===== src/rtl/assert_macros.svh =====
// Assertion macros shared by the deframer RTL.
// Needs clk and rst_n in the scope where a macro is used.
`ifndef ASSERT_MACROS_SVH
`define ASSERT_MACROS_SVH

// The condition must hold at every clock edge outside reset.
`define ASSERT_ALWAYS(lbl, cond, msg) \
  lbl: assert property (@(posedge clk) disable iff (!rst_n) (cond)) else $error(msg);

// When the antecedent holds, the consequent sequence must follow.
`define ASSERT_IMPLIES(lbl, ante, cons, msg) \
  lbl: assert property (@(posedge clk) disable iff (!rst_n) (ante) |-> cons) \
    else $error(msg);

`endif


===== src/rtl/tlfd_pkg.sv =====
// Package for the type-length frame deframer: sizes, controller states and
// the command and status structs between controller and datapath. No dependencies.
`default_nettype none

package tlfd_pkg;

  localparam int FRAME_STORE_BYTES = 64;
  localparam int HEADER_BYTES      = 2;
  localparam int BYTE_W            = 8;
  localparam int FIELD_W           = 6;
  localparam int ADDR_W            = $clog2(FRAME_STORE_BYTES);
  localparam int CNT_W             = $clog2(FRAME_STORE_BYTES + 1);
  localparam int TOT_W             = BYTE_W + 1;

  typedef enum logic [1:0] {
    ST_RECV,
    ST_FETCH,
    ST_PRESENT
  } ctrl_state_t;

  typedef struct packed {
    logic take_byte;     // store the accepted byte and update the fill count
    logic start_replay;  // reset the replay index for a frame with payload
    logic load_empty;    // set up the single result of an empty frame
    logic fetch;         // read the store at the replay index
    logic advance;       // step the replay index
  } dp_cmd_t;

  typedef struct packed {
    logic empty_done;    // the incoming length byte closes an empty frame
    logic pay_done;      // the incoming byte is the last payload byte
    logic idx_last;      // the presented result ends the frame
  } dp_stat_t;

endpackage

`default_nettype wire


===== src/rtl/tlfd_if.sv =====
// Valid/ready channel interfaces for the deframer's input and result requests.
// Depends on tlfd_pkg for field widths.
`default_nettype none

interface tlfd_in_if import tlfd_pkg::*; ();
  logic              valid;
  logic              ready;
  logic [BYTE_W-1:0] rx_byte;

  modport source (output valid, output rx_byte, input ready);
  modport sink   (input valid, input rx_byte, output ready);
endinterface

interface tlfd_out_if import tlfd_pkg::*; ();
  logic               valid;
  logic               ready;
  logic [BYTE_W-1:0]  frame_command;
  logic [FIELD_W-1:0] payload_length;
  logic [FIELD_W-1:0] payload_index;
  logic [BYTE_W-1:0]  payload_byte;
  logic               has_payload;
  logic               frame_last;

  modport source (output valid, output frame_command, output payload_length,
                  output payload_index, output payload_byte, output has_payload,
                  output frame_last, input ready);
  modport sink   (input valid, input frame_command, input payload_length,
                  input payload_index, input payload_byte, input has_payload,
                  input frame_last, output ready);
endinterface

`default_nettype wire


===== src/rtl/tlfd_dp.sv =====
// Datapath of the deframer: header registers, fill count, payload store,
// replay index and the registered read byte. Depends on tlfd_pkg.
`default_nettype none

module tlfd_dp import tlfd_pkg::*; (
  input  wire logic               clk,
  input  wire logic               rst_n,
  input  wire logic [BYTE_W-1:0]  rx_byte,
  input  wire dp_cmd_t            cmd,
  output dp_stat_t                stat,
  output logic [BYTE_W-1:0]       frame_command,
  output logic [FIELD_W-1:0]      payload_length,
  output logic [FIELD_W-1:0]      payload_index,
  output logic [BYTE_W-1:0]       payload_byte,
  output logic                    has_payload
);

  logic [BYTE_W-1:0] mem [FRAME_STORE_BYTES];

  logic [CNT_W-1:0]  count_r, count_nxt;
  logic [BYTE_W-1:0] cmd_r, len_r;
  logic [ADDR_W-1:0] idx_r;
  logic [BYTE_W-1:0] rdata_r;
  logic              has_payload_r;

  logic              cnt_is_cmd, cnt_is_len;
  logic              oversize;
  logic              wr_en;
  logic [ADDR_W-1:0] wr_addr;

  assign cnt_is_cmd = (count_r == CNT_W'(0));
  assign cnt_is_len = (count_r == CNT_W'(1));
  assign oversize   = cnt_is_len &&
                      ((TOT_W'(rx_byte) + TOT_W'(HEADER_BYTES)) > TOT_W'(FRAME_STORE_BYTES));

  assign stat.empty_done = cnt_is_len && (rx_byte == '0);
  assign stat.pay_done   = !cnt_is_cmd && !cnt_is_len &&
                           ((TOT_W'(count_r) + TOT_W'(1)) ==
                            (TOT_W'(len_r) + TOT_W'(HEADER_BYTES)));
  assign stat.idx_last   = !has_payload_r || ((TOT_W'(idx_r) + TOT_W'(1)) == TOT_W'(len_r));

  assign wr_en   = cmd.take_byte && !cnt_is_cmd && !cnt_is_len;
  assign wr_addr = ADDR_W'(count_r - CNT_W'(HEADER_BYTES));

  always_comb begin
    count_nxt = count_r;
    if (cmd.take_byte) begin
      if (cnt_is_cmd) begin
        count_nxt = CNT_W'(1);
      end else if (cnt_is_len) begin
        // An oversized or empty frame leaves nothing in the store.
        count_nxt = (oversize || stat.empty_done) ? '0 : CNT_W'(HEADER_BYTES);
      end else begin
        count_nxt = stat.pay_done ? '0 : count_r + CNT_W'(1);
      end
    end
  end

  always_ff @(posedge clk) begin
    if (!rst_n) begin
      count_r <= '0;
    end else begin
      count_r <= count_nxt;
    end
  end

  always_ff @(posedge clk) begin
    if (cmd.take_byte && cnt_is_cmd) begin
      cmd_r <= rx_byte;
    end
    if (cmd.take_byte && cnt_is_len) begin
      len_r <= rx_byte;
    end
    if (cmd.start_replay || cmd.load_empty) begin
      idx_r         <= '0;
      has_payload_r <= cmd.start_replay;
    end else if (cmd.advance) begin
      idx_r <= idx_r + ADDR_W'(1);
    end
  end

  always_ff @(posedge clk) begin
    if (wr_en) begin
      mem[wr_addr] <= rx_byte;
    end
    if (cmd.fetch) begin
      rdata_r <= mem[idx_r];
    end
  end

  assign frame_command  = cmd_r;
  assign payload_length = has_payload_r ? len_r[FIELD_W-1:0] : '0;
  assign payload_index  = FIELD_W'(idx_r);
  assign payload_byte   = has_payload_r ? rdata_r : '0;
  assign has_payload    = has_payload_r;

endmodule

`default_nettype wire


===== src/rtl/tlfd_ctrl.sv =====
// Controller of the deframer: receives bytes, then replays a completed frame
// one result at a time. Depends on tlfd_pkg.
`default_nettype none

module tlfd_ctrl import tlfd_pkg::*; (
  input  wire logic     clk,
  input  wire logic     rst_n,
  input  wire logic     in_valid,
  output logic          in_ready,
  output logic          out_valid,
  input  wire logic     out_ready,
  input  wire dp_stat_t stat,
  output dp_cmd_t       cmd
);

  ctrl_state_t state_r, state_nxt;

  always_ff @(posedge clk) begin
    if (!rst_n) begin
      state_r <= ST_RECV;
    end else begin
      state_r <= state_nxt;
    end
  end

  always_comb begin
    state_nxt = state_r;
    cmd       = '0;
    in_ready  = 1'b0;
    out_valid = 1'b0;
    unique case (state_r)
      ST_RECV: begin
        in_ready = 1'b1;
        if (in_valid) begin
          cmd.take_byte = 1'b1;
          if (stat.empty_done) begin
            cmd.load_empty = 1'b1;
            state_nxt      = ST_PRESENT;
          end else if (stat.pay_done) begin
            cmd.start_replay = 1'b1;
            state_nxt        = ST_FETCH;
          end
        end
      end
      ST_FETCH: begin
        cmd.fetch = 1'b1;
        state_nxt = ST_PRESENT;
      end
      ST_PRESENT: begin
        out_valid = 1'b1;
        if (out_ready) begin
          if (stat.idx_last) begin
            state_nxt = ST_RECV;
          end else begin
            cmd.advance = 1'b1;
            state_nxt   = ST_FETCH;
          end
        end
      end
      default: state_nxt = ST_RECV;
    endcase
  end

endmodule

`default_nettype wire


===== src/rtl/type_length_frame_deframer.sv =====
// Type-length frame deframer, top level.
// Bytes are accepted while receiving; a frame is released after its last byte.
// Replay reads the store, then presents the result and holds it until it is
// taken, for each payload byte (an empty frame skips the store read);
// input is held off during replay.
// Synchronous active-low reset empties the frame in progress; store contents
// are not cleared.
`default_nettype none

`include "assert_macros.svh"

module type_length_frame_deframer import tlfd_pkg::*; (
  input  wire logic  clk,
  input  wire logic  rst_n,
  tlfd_in_if.sink    in_ch,
  tlfd_out_if.source out_ch
);

  dp_cmd_t  cmd;
  dp_stat_t stat;

  tlfd_ctrl u_ctrl (
    .clk       (clk),
    .rst_n     (rst_n),
    .in_valid  (in_ch.valid),
    .in_ready  (in_ch.ready),
    .out_valid (out_ch.valid),
    .out_ready (out_ch.ready),
    .stat      (stat),
    .cmd       (cmd)
  );

  tlfd_dp u_dp (
    .clk            (clk),
    .rst_n          (rst_n),
    .rx_byte        (in_ch.rx_byte),
    .cmd            (cmd),
    .stat           (stat),
    .frame_command  (out_ch.frame_command),
    .payload_length (out_ch.payload_length),
    .payload_index  (out_ch.payload_index),
    .payload_byte   (out_ch.payload_byte),
    .has_payload    (out_ch.has_payload)
  );

  assign out_ch.frame_last = stat.idx_last;

  `ASSERT_ALWAYS(a_no_overlap, !(in_ch.ready && out_ch.valid), "receive overlaps replay")
  `ASSERT_IMPLIES(a_empty_single, out_ch.valid && !out_ch.has_payload, out_ch.frame_last, "empty frame result not last")
  `ASSERT_IMPLIES(a_replay_holds, out_ch.valid && out_ch.ready && !out_ch.frame_last, ##1 !in_ch.ready ##1 out_ch.valid, "replay broke off early")
  `ASSERT_IMPLIES(a_fetch_then_show, cmd.fetch, ##1 out_ch.valid, "fetched byte not presented")

endmodule

`default_nettype wire


===== src/flat_wrapper.sv =====
// flat-port wrapper written by rule: the top's interface ports become plain ports
module type_length_frame_deframer_flat import tlfd_pkg::*;
  (clk, rst_n, in_ch_valid, in_ch_rx_byte, in_ch_ready, out_ch_valid, out_ch_frame_command, out_ch_payload_length, out_ch_payload_index, out_ch_payload_byte, out_ch_has_payload, out_ch_frame_last, out_ch_ready);
  tlfd_in_if in_ch_i ();
  tlfd_out_if out_ch_i ();
  input  wire logic clk;
  input  wire logic rst_n;
  input wire logic [$bits(in_ch_i.valid)-1:0] in_ch_valid;
  input wire logic [$bits(in_ch_i.rx_byte)-1:0] in_ch_rx_byte;
  output wire logic [$bits(in_ch_i.ready)-1:0] in_ch_ready;
  output wire logic [$bits(out_ch_i.valid)-1:0] out_ch_valid;
  output wire logic [$bits(out_ch_i.frame_command)-1:0] out_ch_frame_command;
  output wire logic [$bits(out_ch_i.payload_length)-1:0] out_ch_payload_length;
  output wire logic [$bits(out_ch_i.payload_index)-1:0] out_ch_payload_index;
  output wire logic [$bits(out_ch_i.payload_byte)-1:0] out_ch_payload_byte;
  output wire logic [$bits(out_ch_i.has_payload)-1:0] out_ch_has_payload;
  output wire logic [$bits(out_ch_i.frame_last)-1:0] out_ch_frame_last;
  input wire logic [$bits(out_ch_i.ready)-1:0] out_ch_ready;
  assign in_ch_i.valid = in_ch_valid;
  assign in_ch_i.rx_byte = in_ch_rx_byte;
  assign in_ch_ready = in_ch_i.ready;
  assign out_ch_valid = out_ch_i.valid;
  assign out_ch_frame_command = out_ch_i.frame_command;
  assign out_ch_payload_length = out_ch_i.payload_length;
  assign out_ch_payload_index = out_ch_i.payload_index;
  assign out_ch_payload_byte = out_ch_i.payload_byte;
  assign out_ch_has_payload = out_ch_i.has_payload;
  assign out_ch_frame_last = out_ch_i.frame_last;
  assign out_ch_i.ready = out_ch_ready;
  type_length_frame_deframer u_core (.clk(clk), .rst_n(rst_n), .in_ch(in_ch_i), .out_ch(out_ch_i));
endmodule

===== config.mk =====
export PLATFORM = sky130hd
export DESIGN_NAME = type_length_frame_deframer_flat
export DESIGN_NICKNAME = d
export VERILOG_FILES = /design/src/rtl/tlfd_pkg.sv /design/src/rtl/tlfd_if.sv /design/src/rtl/tlfd_dp.sv /design/src/rtl/tlfd_ctrl.sv /design/src/rtl/type_length_frame_deframer.sv /design/src/flat_wrapper.sv
export VERILOG_INCLUDE_DIRS = /design/src /design/src/rtl
export SDC_FILE = /design/constraint.sdc
export NUM_CORES = 1
export LEC_CHECK = 0
export ABC_AREA = 1
export BUFFER_PORTS_ARGS = -buffer_cell sky130_fd_sc_hd__buf_2
export CORE_MARGIN = 8
export CORE_UTILIZATION = 62
export DETAILED_ROUTE_END_ITERATION = 8
export GPL_ROUTABILITY_DRIVEN = 0
export HOLD_SLACK_MARGIN = 0.03
export PLACE_DENSITY = 0.79
export REMOVE_ABC_BUFFERS = 1
export SYNTH_ARGS = -nofsm -noshare
export SYNTH_HDL_FRONTEND = slang
export SYNTH_SLANG_ARGS = --single-unit

===== constraint.sdc =====
create_clock -name clk -period 2.8 [get_ports clk]
set_input_delay 0.56 -clock clk [delete_from_list [all_inputs] [get_ports clk]]
set_output_delay 0.56 -clock clk [all_outputs]
set_load 0.01 [all_outputs]

==> results.sh, run 1 <==
export IMPL_comb_power_share_pct=19.3
export IMPL_htree_num_levels=2
export IMPL_cts_tree="done"
export IMPL_start_util_pct=62.6
export IMPL_dpl_cell_count=2373
export IMPL_cpPeakStageDelay_ps=410
export IMPL_seq_power_share_pct=46.0
export IMPL_met3_usage_pct=6.13
export IMPL_final_max_slew_viol_count=0
export IMPL_coreArea_mm2=0.0364
export IMPL_numClockSinks=552
export IMPL_wirelength_um=60100
export IMPL_grt_remaining_overflow=0
export IMPL_via_count=16100
export IMPL_period_share_pct=94.3
export IMPL_netlist_area_leader_share_pct=70.7
export IMPL_cap_violations=0
export IMPL_dieArea_mm2=0.0432
export IMPL_nFillCells=2359
export IMPL_first_pass_iters=6
export IMPL_hold_path_class="in2reg"
export IMPL_dp_hpwl_um=35600
export IMPL_ys_flop_type="edfxtp_1"
export IMPL_critPathCaptureType="output pin"
export IMPL_worst_pin_slew_ps=895
export IMPL_synth_avg_cell_area_um2=12.2
export IMPL_cts_hold_buf=0
export IMPL_rsz0062_at_grt="no"
export IMPL_die_h_um=208
export IMPL_fmaxAchievable_ghz=0.379
export IMPL_synth_seq_cells=552
export IMPL_clk_latency_ps=590
export IMPL_synth_area_leaders="edfxtp_1 71%, nor2_1 6.4%, o21ai_0 5.7%, o211ai_1 2.9%, nand2_1 2.4%"
export IMPL_clkPwrFrac_pct=34.7
export IMPL_yosysMostFrequentCell="edfxtp_1"
export IMPL_yosys_warnings=0
export IMPL_grtUsageMet1_pct=37.0
export IMPL_post_route_min_period_ps=2640
export IMPL_cp_arrival_ps=2080
export IMPL_place_area_mm2=0.0241
export IMPL_clockRootBuffer="clkbuf_16"
export IMPL_syn_inst=1873
export IMPL_grt_pass1_vias=15400
export IMPL_synth_area_leader_cell="edfxtp_1"
export IMPL_final_area_mm2=0.0258
export IMPL_final_nets=1981
export IMPL_drive_gt1_share_pct=13.3
export IMPL_multi_input_area_mm2=0.00565
export IMPL_syn2layout_area_growth_pct=13.1
export IMPL_track_usage_pct=27.1
export IMPL_intPower_mw=14.3
export IMPL_netSwitchingFraction_pct=28.8
export IMPL_drtIter0Drc=2515
export IMPL_synthTopCellsByCount="537 x edfxtp_1, 390 x nor2_1, 258 x o21ai_0, 145 x nand2_1, 88 x o211ai_1"
export IMPL_cts_buffers=52
export IMPL_ys_async_sr_fraction_pct=0
export IMPL_die_w_um=208
export IMPL_fin_ws_ps=161
export IMPL_grt_busiest_layer="met2"
export IMPL_use_met2_pct=42.3
export IMPL_antenna_found_initial=1
export IMPL_detail_route_antenna_nets=0
export IMPL_clk_pin_slew_ps=60
export IMPL_start_kind="register"
export IMPL_ys_seq_area_share_pct=72.0
export IMPL_power_switching_mw=5.78
export IMPL_setup_viol=0
export IMPL_yosysUniqueCellTypes=34
export IMPL_max_slew_margin_pct=40.4
export IMPL_portBuffers=43
export IMPL_vdd_ir_drop_worst_v=0.000579
export IMPL_crit_path_cell_trace="ha_4 > inv_1 > nand2_1 > nand3_1 > nor2_1 > nand3_1 > nor2_1 > nand3_2 > nand2_1 > buf_2"
export IMPL_netlist_area_mm2=0.0228
export IMPL_grt_pass1_wl_um=90800
export IMPL_finalHoldViolCount=0
export IMPL_cts_buffer_depth=3
export IMPL_crit_type="reg2out"
export IMPL_ios=44
export IMPL_wl_per_cell_um=24.3
export IMPL_timing_hold_ws_ps=277
export IMPL_powerDensity_mw_per_mm2=778
export IMPL_crit_path_max_fanout=12
export IMPL_p_leak_nw=8.76
export IMPL_grt_max_degree=80
export IMPL_crit_required_ps=2240
export IMPL_row_count=70
export IMPL_status="complete, no violations"
export IMPL_vias_per_cell=6.52
export IMPL_fin_cells=2472
export IMPL_drc=0
export IMPL_pre_cts_ws_ps=217
export IMPL_critical_path_slowest_cell="dfxtp_4"
export IMPL_ff_latch_area_mm2=0.0164
export IMPL_synth_edf_count=537
export IMPL_total_power_mw=20.1
export IMPL_clock_skew_ps=25.5
[critical path: cells and delay by family (launching register included)]
family / cells / cell delay [ps]
fa+ha+maj: 1 / 280
buf+inv: 2 / 180
flops: 1 / 410
simple gates: 7 / 640
[final timing paths]
kind | start | endpoint | slack, ps | cells past startpoint
worst max-delay path | u_core.u_dp.payload_index[1] | out_ch_frame_last | 160 | 10
worst max register to register | u_core.u_dp.payload_index[0] | u_core.u_dp.rdata_r[4] | 220 | 9
worst min-delay path | in_ch_rx_byte[4] | u_core.u_dp.len_r[4] | 280 | 1
worst min register to register | u_core.u_dp.count_r[6] | u_core.u_dp.count_r[6] | 530 | 2
[sequential cells by signal, indices dropped and copies added, names as in the netlist]
signal and flops:
u_core.u_dp.mem 512, u_core.u_dp.frame_command 8, u_core.u_dp.len_r 8, u_core.u_dp.rdata_r 8, u_core.u_dp.count_r 7, u_core.u_dp.payload_index 6
u_core.u_ctrl.state_r 2, u_core.u_dp.has_payload 1
[metal layers]
metal,vias up,wire length [um]
met3,178,7650
li1,7051,-
met2,1190,27400
met5,-,0
met4,0,2310
met1,7691,22700
[logic make-up after synthesis]
logic type      Yosys count  share of synthesized area, %
simple gates            667                          12.2
buf+inv                 185                          3.35
compound gates          459                          12.0
xor+xnor                  4                         0.154
fa+ha+maj                 6                         0.329
flops                   552                          72.0
[per-stage QoR]
step / TNS, ps / utilization (%)
4_1_cts: 0 / 70.7
5_1_grt: 0 / 70.8
3_3_place_gp: 0 / 66.1
6_report: 0 / 70.8
3_5_place_dp: 0 / 66.1
2_1_floorplan: -94370 / -
[placed cells by master (no fill, tap or decap), drive strengths merged, types with 6 or more instances in the layout]
cell    count
a21oi      10
o221ai     40
inv        66
clkbuf     64
o21ai     264
clkinv     21
o211ai     88
dfxtp      15
nand4      10
ha          6
buf       155
nand3      91
nand2     152
nor2      401
bufinv      6
nor3        9
o22ai      56
edfxtp    537
[power groups by stage]
| stage | Clock, mW | Combinational (mW) | Sequential (mW) |
|---|---|---|---|
| floorplan | 0 | 1.99 | 9.66 |
| CTS | 7.00 | 3.75 | 9.24 |
| finish | 6.96 | 3.87 | 9.24 |
| detailed placement | 0 | 3.69 | 9.42 |
| global route | 7.27 | 4.15 | 9.24 |
| global placement | 0 | 3.59 | 9.42 |
[area by class of cell]
cell class              instances  area share (%)
inverters                      66           0.989
diodes                          1         0.00970
well taps                     468            2.27
clock buffers                  64            5.30
clock inverters                30            1.16
flip-flops and latches        552            63.7
multi-input cells            1136            21.9
repair buffers                155            4.67
[what timing repair did]
| item | 4_1_cts | 5_1_grt |
|---|---|---|
| gates resized for setup | 2 | 7 |
| pin swaps | 0 | 0 |
| endpoints found under the setup margin | 1 | 59 |
| setup buffers | 1 | 3 |
Power figures use the tool's default switching activity.
==> run 2: changes to the inputs <==
--- a/config.mk
+++ b/config.mk
@@ -14,6 +14,7 @@
 export GPL_ROUTABILITY_DRIVEN = 0
 export HOLD_SLACK_MARGIN = 0.03
 export PLACE_DENSITY = 0.79
+export RECOVER_POWER = 50
 export REMOVE_ABC_BUFFERS = 1
 export SYNTH_ARGS = -nofsm -noshare
 export SYNTH_HDL_FRONTEND = slang
==> run 2 against run 1 <==
Against the previous run:
- the flow now finishes with violations (max-capacitance violations, max-slew violations)
- critical path depth stayed put
- clock-buffer cell count is the same
- register-to-register slack better by 30 ps
- via count is 0.22% lower
- setup slack worse by 3.5 ps
- cell area fell by 0.33%
- sequential power about the same
- global-route usage did not move
==> results.sh, run 2 (synthesis results as in run 1) <==
export IMPL_htree_num_levels=2
export IMPL_wl_per_cell_um=24.3
export IMPL_max_slew_margin_pct=-30.7
export IMPL_r2r_slack_ps=250
export IMPL_die_h_um=208
export IMPL_clk_latency_ps=580
export IMPL_fin_ws_ps=157
export IMPL_hold_path_class="in2reg"
export IMPL_p_leak_nw=8.67
export IMPL_status="finished with violations"
export IMPL_cts_buffers=52
export IMPL_cpPeakStageDelay_ps=410
export IMPL_period_share_pct=94.4
export IMPL_numClockSinks=552
export IMPL_crit_type="reg2out"
export IMPL_largest_reg_flops=512
export IMPL_dpl_cell_count=2373
export IMPL_cp_arrival_ps=2080
export IMPL_violations="max-capacitance violations, max-slew violations"
export IMPL_via_count=16100
export IMPL_grt_max_degree=80
export IMPL_clockRootBuffer="clkbuf_16"
export IMPL_grt_pass1_vias=15400
export IMPL_dieArea_mm2=0.0432
export IMPL_nFillCells=2381
export IMPL_mostFrequentLayoutCell="edfxtp_1"
export IMPL_antenna_found_initial=0
export IMPL_finalHoldViolCount=0
export IMPL_detail_route_antenna_nets=0
export IMPL_die_w_um=208
export IMPL_fin_tns_setup_ps=0
export IMPL_regMostFlops="u_core.u_dp.mem"
export IMPL_layout_common_cells="537 x edfxtp_1, 389 x nor2_1, 258 x o21ai_0"
export IMPL_worst_pin_slew_ps=1960
export IMPL_comb_power_share_pct=19.2
export IMPL_multi_input_area_mm2=0.00565
export IMPL_final_max_slew_viol_count=458
export IMPL_grt_remaining_overflow=0
export IMPL_cts_buffer_depth=3
export IMPL_crit_path_max_fanout=12
export IMPL_row_count=70
export IMPL_vias_per_cell=6.50
export IMPL_vdd_ir_drop_worst_v=0.000579
export IMPL_post_route_min_period_ps=2640
export IMPL_ff_latch_area_mm2=0.0164
export IMPL_start_kind="register"
export IMPL_clk_pin_slew_ps=60
export IMPL_drtIter0Drc=2463
export IMPL_wirelength_um=60200
export IMPL_min_from="rst_n"
export IMPL_setup_worst_path_start="u_core.u_dp.payload_index[1]"
export IMPL_syn2layout_area_growth_pct=12.7
export IMPL_cts_tree="done"
export IMPL_drc=0
export IMPL_fmaxAchievable_ghz=0.378
export IMPL_first_pass_iters=7
export IMPL_track_usage_pct=27.1
export IMPL_ios=44
export IMPL_clock_skew_ps=19.6
export IMPL_power_switching_mw=5.76
export IMPL_pre_cts_ws_ps=217
export IMPL_netSwitchingFraction_pct=28.7
export IMPL_final_nets=1981
export IMPL_clkPwrFrac_pct=34.7
export IMPL_cap_violations=8
export IMPL_rsz0062_at_grt="no"
export IMPL_total_power_mw=20.1
export IMPL_dp_hpwl_um=35600
export IMPL_reg2reg_from="u_core.u_dp.payload_index[0]"
export IMPL_critical_path_slowest_cell="dfxtp_4"
export IMPL_intPower_mw=14.3
export IMPL_drive_gt1_share_pct=12.1
export IMPL_grt_pass1_wl_um=90800
export IMPL_start_util_pct=62.6
export IMPL_fin_cells=2472
export IMPL_seq_power_share_pct=46.1
export IMPL_crit_required_ps=2240
export IMPL_portBuffers=43
export IMPL_critPathCaptureType="output pin"
export IMPL_powerDensity_mw_per_mm2=780
export IMPL_coreArea_mm2=0.0364
export IMPL_setup_viol=0
export IMPL_crit_path_cell_trace="ha_4 > inv_1 > nand2_1 > nand3_1 > nor2_1 > nand3_1 > nor2_1 > nand3_2 > nand2_1 > buf_2"
run 2: cell count changes in the layout (fill, tap and decap cells not counted), sizes merged:
cell	change
clkbuf	+32
buf	-32
run 2: per-stage QoR:
step | util [%] | area (um^2) | hold WS, ps
after floorplan | - | 22300 | 484
after global placement | 66.1 | 24100 | 510
after detailed placement | 66.1 | 24100 | 519
after CTS | 70.7 | 25800 | 259
after global routing | 70.6 | 25700 | 325
final | 70.6 | 25700 | 311
run 2: worst paths after layout:
path / end / cells after the start
worst min register to register: u_core.u_dp.count_r[6] / 2
worst max register to register: u_core.u_dp.rdata_r[4] / 9
worst max-delay path: out_ch_frame_last / 10
worst min-delay path: u_core.u_ctrl.state_r[0] / 5
run 2: area by class of cell:
| cell class | count | share of cell area [%] |
|---|---|---|
| flip-flops and latches | 552 | 63.9 |
| clock buffers | 64 | 5.32 |
| well taps | 468 | 2.28 |
| multi-input cells | 1136 | 22.0 |
| diodes | 1 | 0.00973 |
| inverters | 66 | 0.992 |
| clock inverters | 30 | 1.17 |
| repair buffers | 155 | 4.35 |
run 2: what timing repair did:
| action | 4_1_cts | 5_1_grt |
|---|---|---|
| hold buffers | 0 | 0 |
| hold endpoints to repair | 0 | 0 |
| setup endpoints to repair | 1 | 59 |
| buffers inserted | 1 | 3 |
| gates resized for setup | 2 | 7 |
| cloned | 0 | 0 |
run 2: power by group through the flow:
stage / Combinational [mW] / Clock, mW / Sequential (mW)
final: 3.85 / 6.95 / 9.25
after global routing: 4.13 / 7.27 / 9.25
after CTS: 3.75 / 7.00 / 9.24
after detailed placement: 3.69 / 0 / 9.42
after global placement: 3.59 / 0 / 9.42
after floorplan: 1.99 / 0 / 9.66
run 2: routing by layer:
metal	vias to the layer above	GRT usage, %	share of wire (%)
met2	1106	42.3	46
met4	0	10.4	3.6
met5	-	0	0
li1	7054	-	-
met3	167	6.13	12
met1	7748	37.0	39
run 2: worst max-delay path, delay by kind of cell (launching register included):
kind | cells | cell delay [ps]
adder cells (fa/ha/maj) | 1 | 280
buffers and inverters | 2 | 180
flip-flops | 1 | 410
AND/OR/NAND/NOR | 7 | 640
==> run 3: changes to the inputs <==
--- a/config.mk
+++ b/config.mk
@@ -9,11 +9,10 @@
 export ABC_AREA = 1
 export BUFFER_PORTS_ARGS = -buffer_cell sky130_fd_sc_hd__buf_2
 export CORE_MARGIN = 8
-export CORE_UTILIZATION = 62
+export CORE_UTILIZATION = 45
 export DETAILED_ROUTE_END_ITERATION = 8
 export GPL_ROUTABILITY_DRIVEN = 0
 export HOLD_SLACK_MARGIN = 0.03
-export PLACE_DENSITY = 0.79
 export RECOVER_POWER = 50
 export REMOVE_ABC_BUFFERS = 1
 export SYNTH_ARGS = -nofsm -noshare
==> run 3 against run 2 <==
Against the previous run:
- the flow still finishes with violations (max-capacitance violations, max-slew violations)
- combinational power barely moved
- sequential power barely moved
- clock-buffer cell count rose by 4
- sequential share of layout area fell by 1.2 points
- total power rose by 1.6%
- worst hold slack got worse by 37 ps
- maximum frequency fell by 3.6%
- global-route usage fell by 5.6 points
- cell area rose by 1.9%
- die area rose by 35%
- routed wire length rose by 4.3%
- setup slack got worse by 99 ps
==> results.sh, run 3 (synthesis results as in run 1) <==
export IMPL_status="finished with violations"
export IMPL_violations="max-capacitance violations, max-slew violations"
export IMPL_syn2layout_area_growth_pct=14.8
export IMPL_reg2reg_from="u_core.u_dp.count_r[4]"
export IMPL_p_leak_nw=8.82
export IMPL_cp_num_buf_inv=3
export IMPL_ios=44
export IMPL_final_max_slew_viol_count=245
export IMPL_n_antenna_cell=0
export IMPL_crit_required_ps=3160
export IMPL_hold_path_class="in2reg"
export IMPL_vias_per_cell=5.74
export IMPL_dieArea_mm2=0.0582
export IMPL_fmaxAchievable_ghz=0.365
export IMPL_timing_rr_end="u_core.u_dp.mem[5][1]"
export IMPL_clockRootBuffer="clkbuf_16"
export IMPL_row_count=82
export IMPL_die_w_um=241
export IMPL_setup_worst_path_start="in_ch_rx_byte[7]"
export IMPL_vdd_ir_drop_worst_v=0.000469
export IMPL_detail_route_antenna_nets=0
export IMPL_start_util_pct=45.6
export IMPL_mostFrequentLayoutCell="edfxtp_1"
export IMPL_setup_viol=0
export IMPL_numClockSinks=552
export IMPL_post_route_min_period_ps=2740
export IMPL_start_kind="input port"
export IMPL_drtIter0Drc=1710
export IMPL_cpPeakStageDelay_ps=1580
export IMPL_critPathCaptureType="register"
export IMPL_drc=0
export IMPL_portBuffers=43
export IMPL_die_h_um=241
export IMPL_final_nets=2003
export IMPL_clock_skew_ps=12.3
export IMPL_cp_arrival_ps=3100
export IMPL_fin_cells=2704
export IMPL_final_util_pct=52.3
export IMPL_grt_pass1_wl_um=93900
export IMPL_cts_buffer_depth=3
export IMPL_worst_pin_slew_ps=2200
export IMPL_cts_buffers=56
export IMPL_clk_latency_ps=610
export IMPL_layout_common_cells="537 x edfxtp_1, 389 x nor2_1, 258 x o21ai_0"
export IMPL_crit_path_max_fanout=38
export IMPL_track_usage_pct=21.5
export IMPL_clk_pin_slew_ps=60
export IMPL_r2r_cells=9
export IMPL_r2r_slack_ps=300
export IMPL_powerDensity_mw_per_mm2=777
export IMPL_antenna_found_initial=0
export IMPL_dpl_cell_count=2592
export IMPL_largest_reg_flops=512
export IMPL_htree_num_levels=2
export IMPL_cts_tree="done"
export IMPL_first_pass_iters=5
export IMPL_dp_hpwl_um=37900
export IMPL_crit_type="in2reg"
export IMPL_coreArea_mm2=0.0501
export IMPL_worst_path_stages=3
export IMPL_crit_end="u_core.u_dp.mem[28][7]"
export IMPL_max_slew_margin_pct=-46.6
export IMPL_finalHoldViolCount=0
export IMPL_wl_per_cell_um=23.2
export IMPL_via_count=15500
export IMPL_wirelength_um=62800
export IMPL_critical_path_slowest_cell="clkbuf_1"
export IMPL_grt_remaining_overflow=0
export IMPL_period_share_pct=97.9
export IMPL_grt_pass1_vias=15000
export IMPL_cpLargestDelayFamily="buffers and inverters"
export IMPL_regMostFlops="u_core.u_dp.mem"
export IMPL_crit_path_cell_trace="buf_2 > clkbuf_1 > clkbuf_4"
export IMPL_grt_max_degree=116
export IMPL_drive_gt1_share_pct=12.9
export IMPL_cap_violations=5
## run 3: layout make-up
cell class / count / area, um^2
fill: 4351 / 23900
sequential: 552 / 16400
multi-input combinational: 1136 / 5630
clock buffer: 68 / 1470
timing repair buffer: 173 / 1260
tap: 672 / 841
clock inverter: 37 / 305
inverter: 66 / 255
## run 3: worst min path at each step
stage | start | end | cells after the start
after floorplan | u_core.u_dp.count_r[6] | u_core.u_dp.count_r[6] | 2
after global placement | u_core.u_dp.count_r[6] | u_core.u_dp.count_r[6] | 2
after detailed placement | u_core.u_dp.count_r[6] | u_core.u_dp.count_r[6] | 2
after CTS | in_ch_rx_byte[0] | u_core.u_dp.len_r[0] | 1
after global routing | in_ch_valid | u_core.u_ctrl.state_r[0] | 3
final | rst_n | u_core.u_ctrl.state_r[0] | 5
## run 3: metrics by stage
| stage | area, um^2 | power (mW) | setup slack [ps] | TNS [ps] | hold WS [ps] |
|---|---|---|---|---|---|
| floorplan | 22300 | 11.6 | -7950 | -94370 | 484 |
| CTS | 26200 | 20.5 | 52.1 | 0 | 212 |
| global route | 26200 | 21.1 | -0.951 | -0.951 | 273 |
| detailed placement | 24400 | 13.2 | 375 | 0 | 527 |
| global placement | 24400 | 13.2 | 410 | 0 | 524 |
| finish | 26200 | 20.4 | 57.8 | 0 | 274 |
## run 3: worst register-to-register path, delay by kind of cell, from the launching register on
family,cells,cell delay [ps]
DFF,1,460
and+or+nand+nor,7,1400
buffers and inverters,2,360
## run 3: repair_timing
item	CTS	global route
hold buffers	0	0
gates cloned	0	0
setup endpoints to repair	1	1
setup buffers	3	4
pin swaps	0	1
resized for setup	1	3
## run 3: power by group
| part | switching [mW] | internal (mW) | total (mW) |
|---|---|---|---|
| clock network | 3.12 | 4.18 | 7.30 |
| registers | 0.0591 | 9.16 | 9.22 |
| logic | 2.71 | 1.14 | 3.85 |
## run 3: per-layer routing
layer  global-route usage [%]  vias up  wire [um]  part of all wire (%)
met5                        0        -          0                     0
met4                     7.14        0       1950                   3.1
met3                     3.58      119       4510                   7.2
met2                     34.3      659      29500                    47
met1                     29.7     7635      26800                    43
li1                         -     7100          -                     -
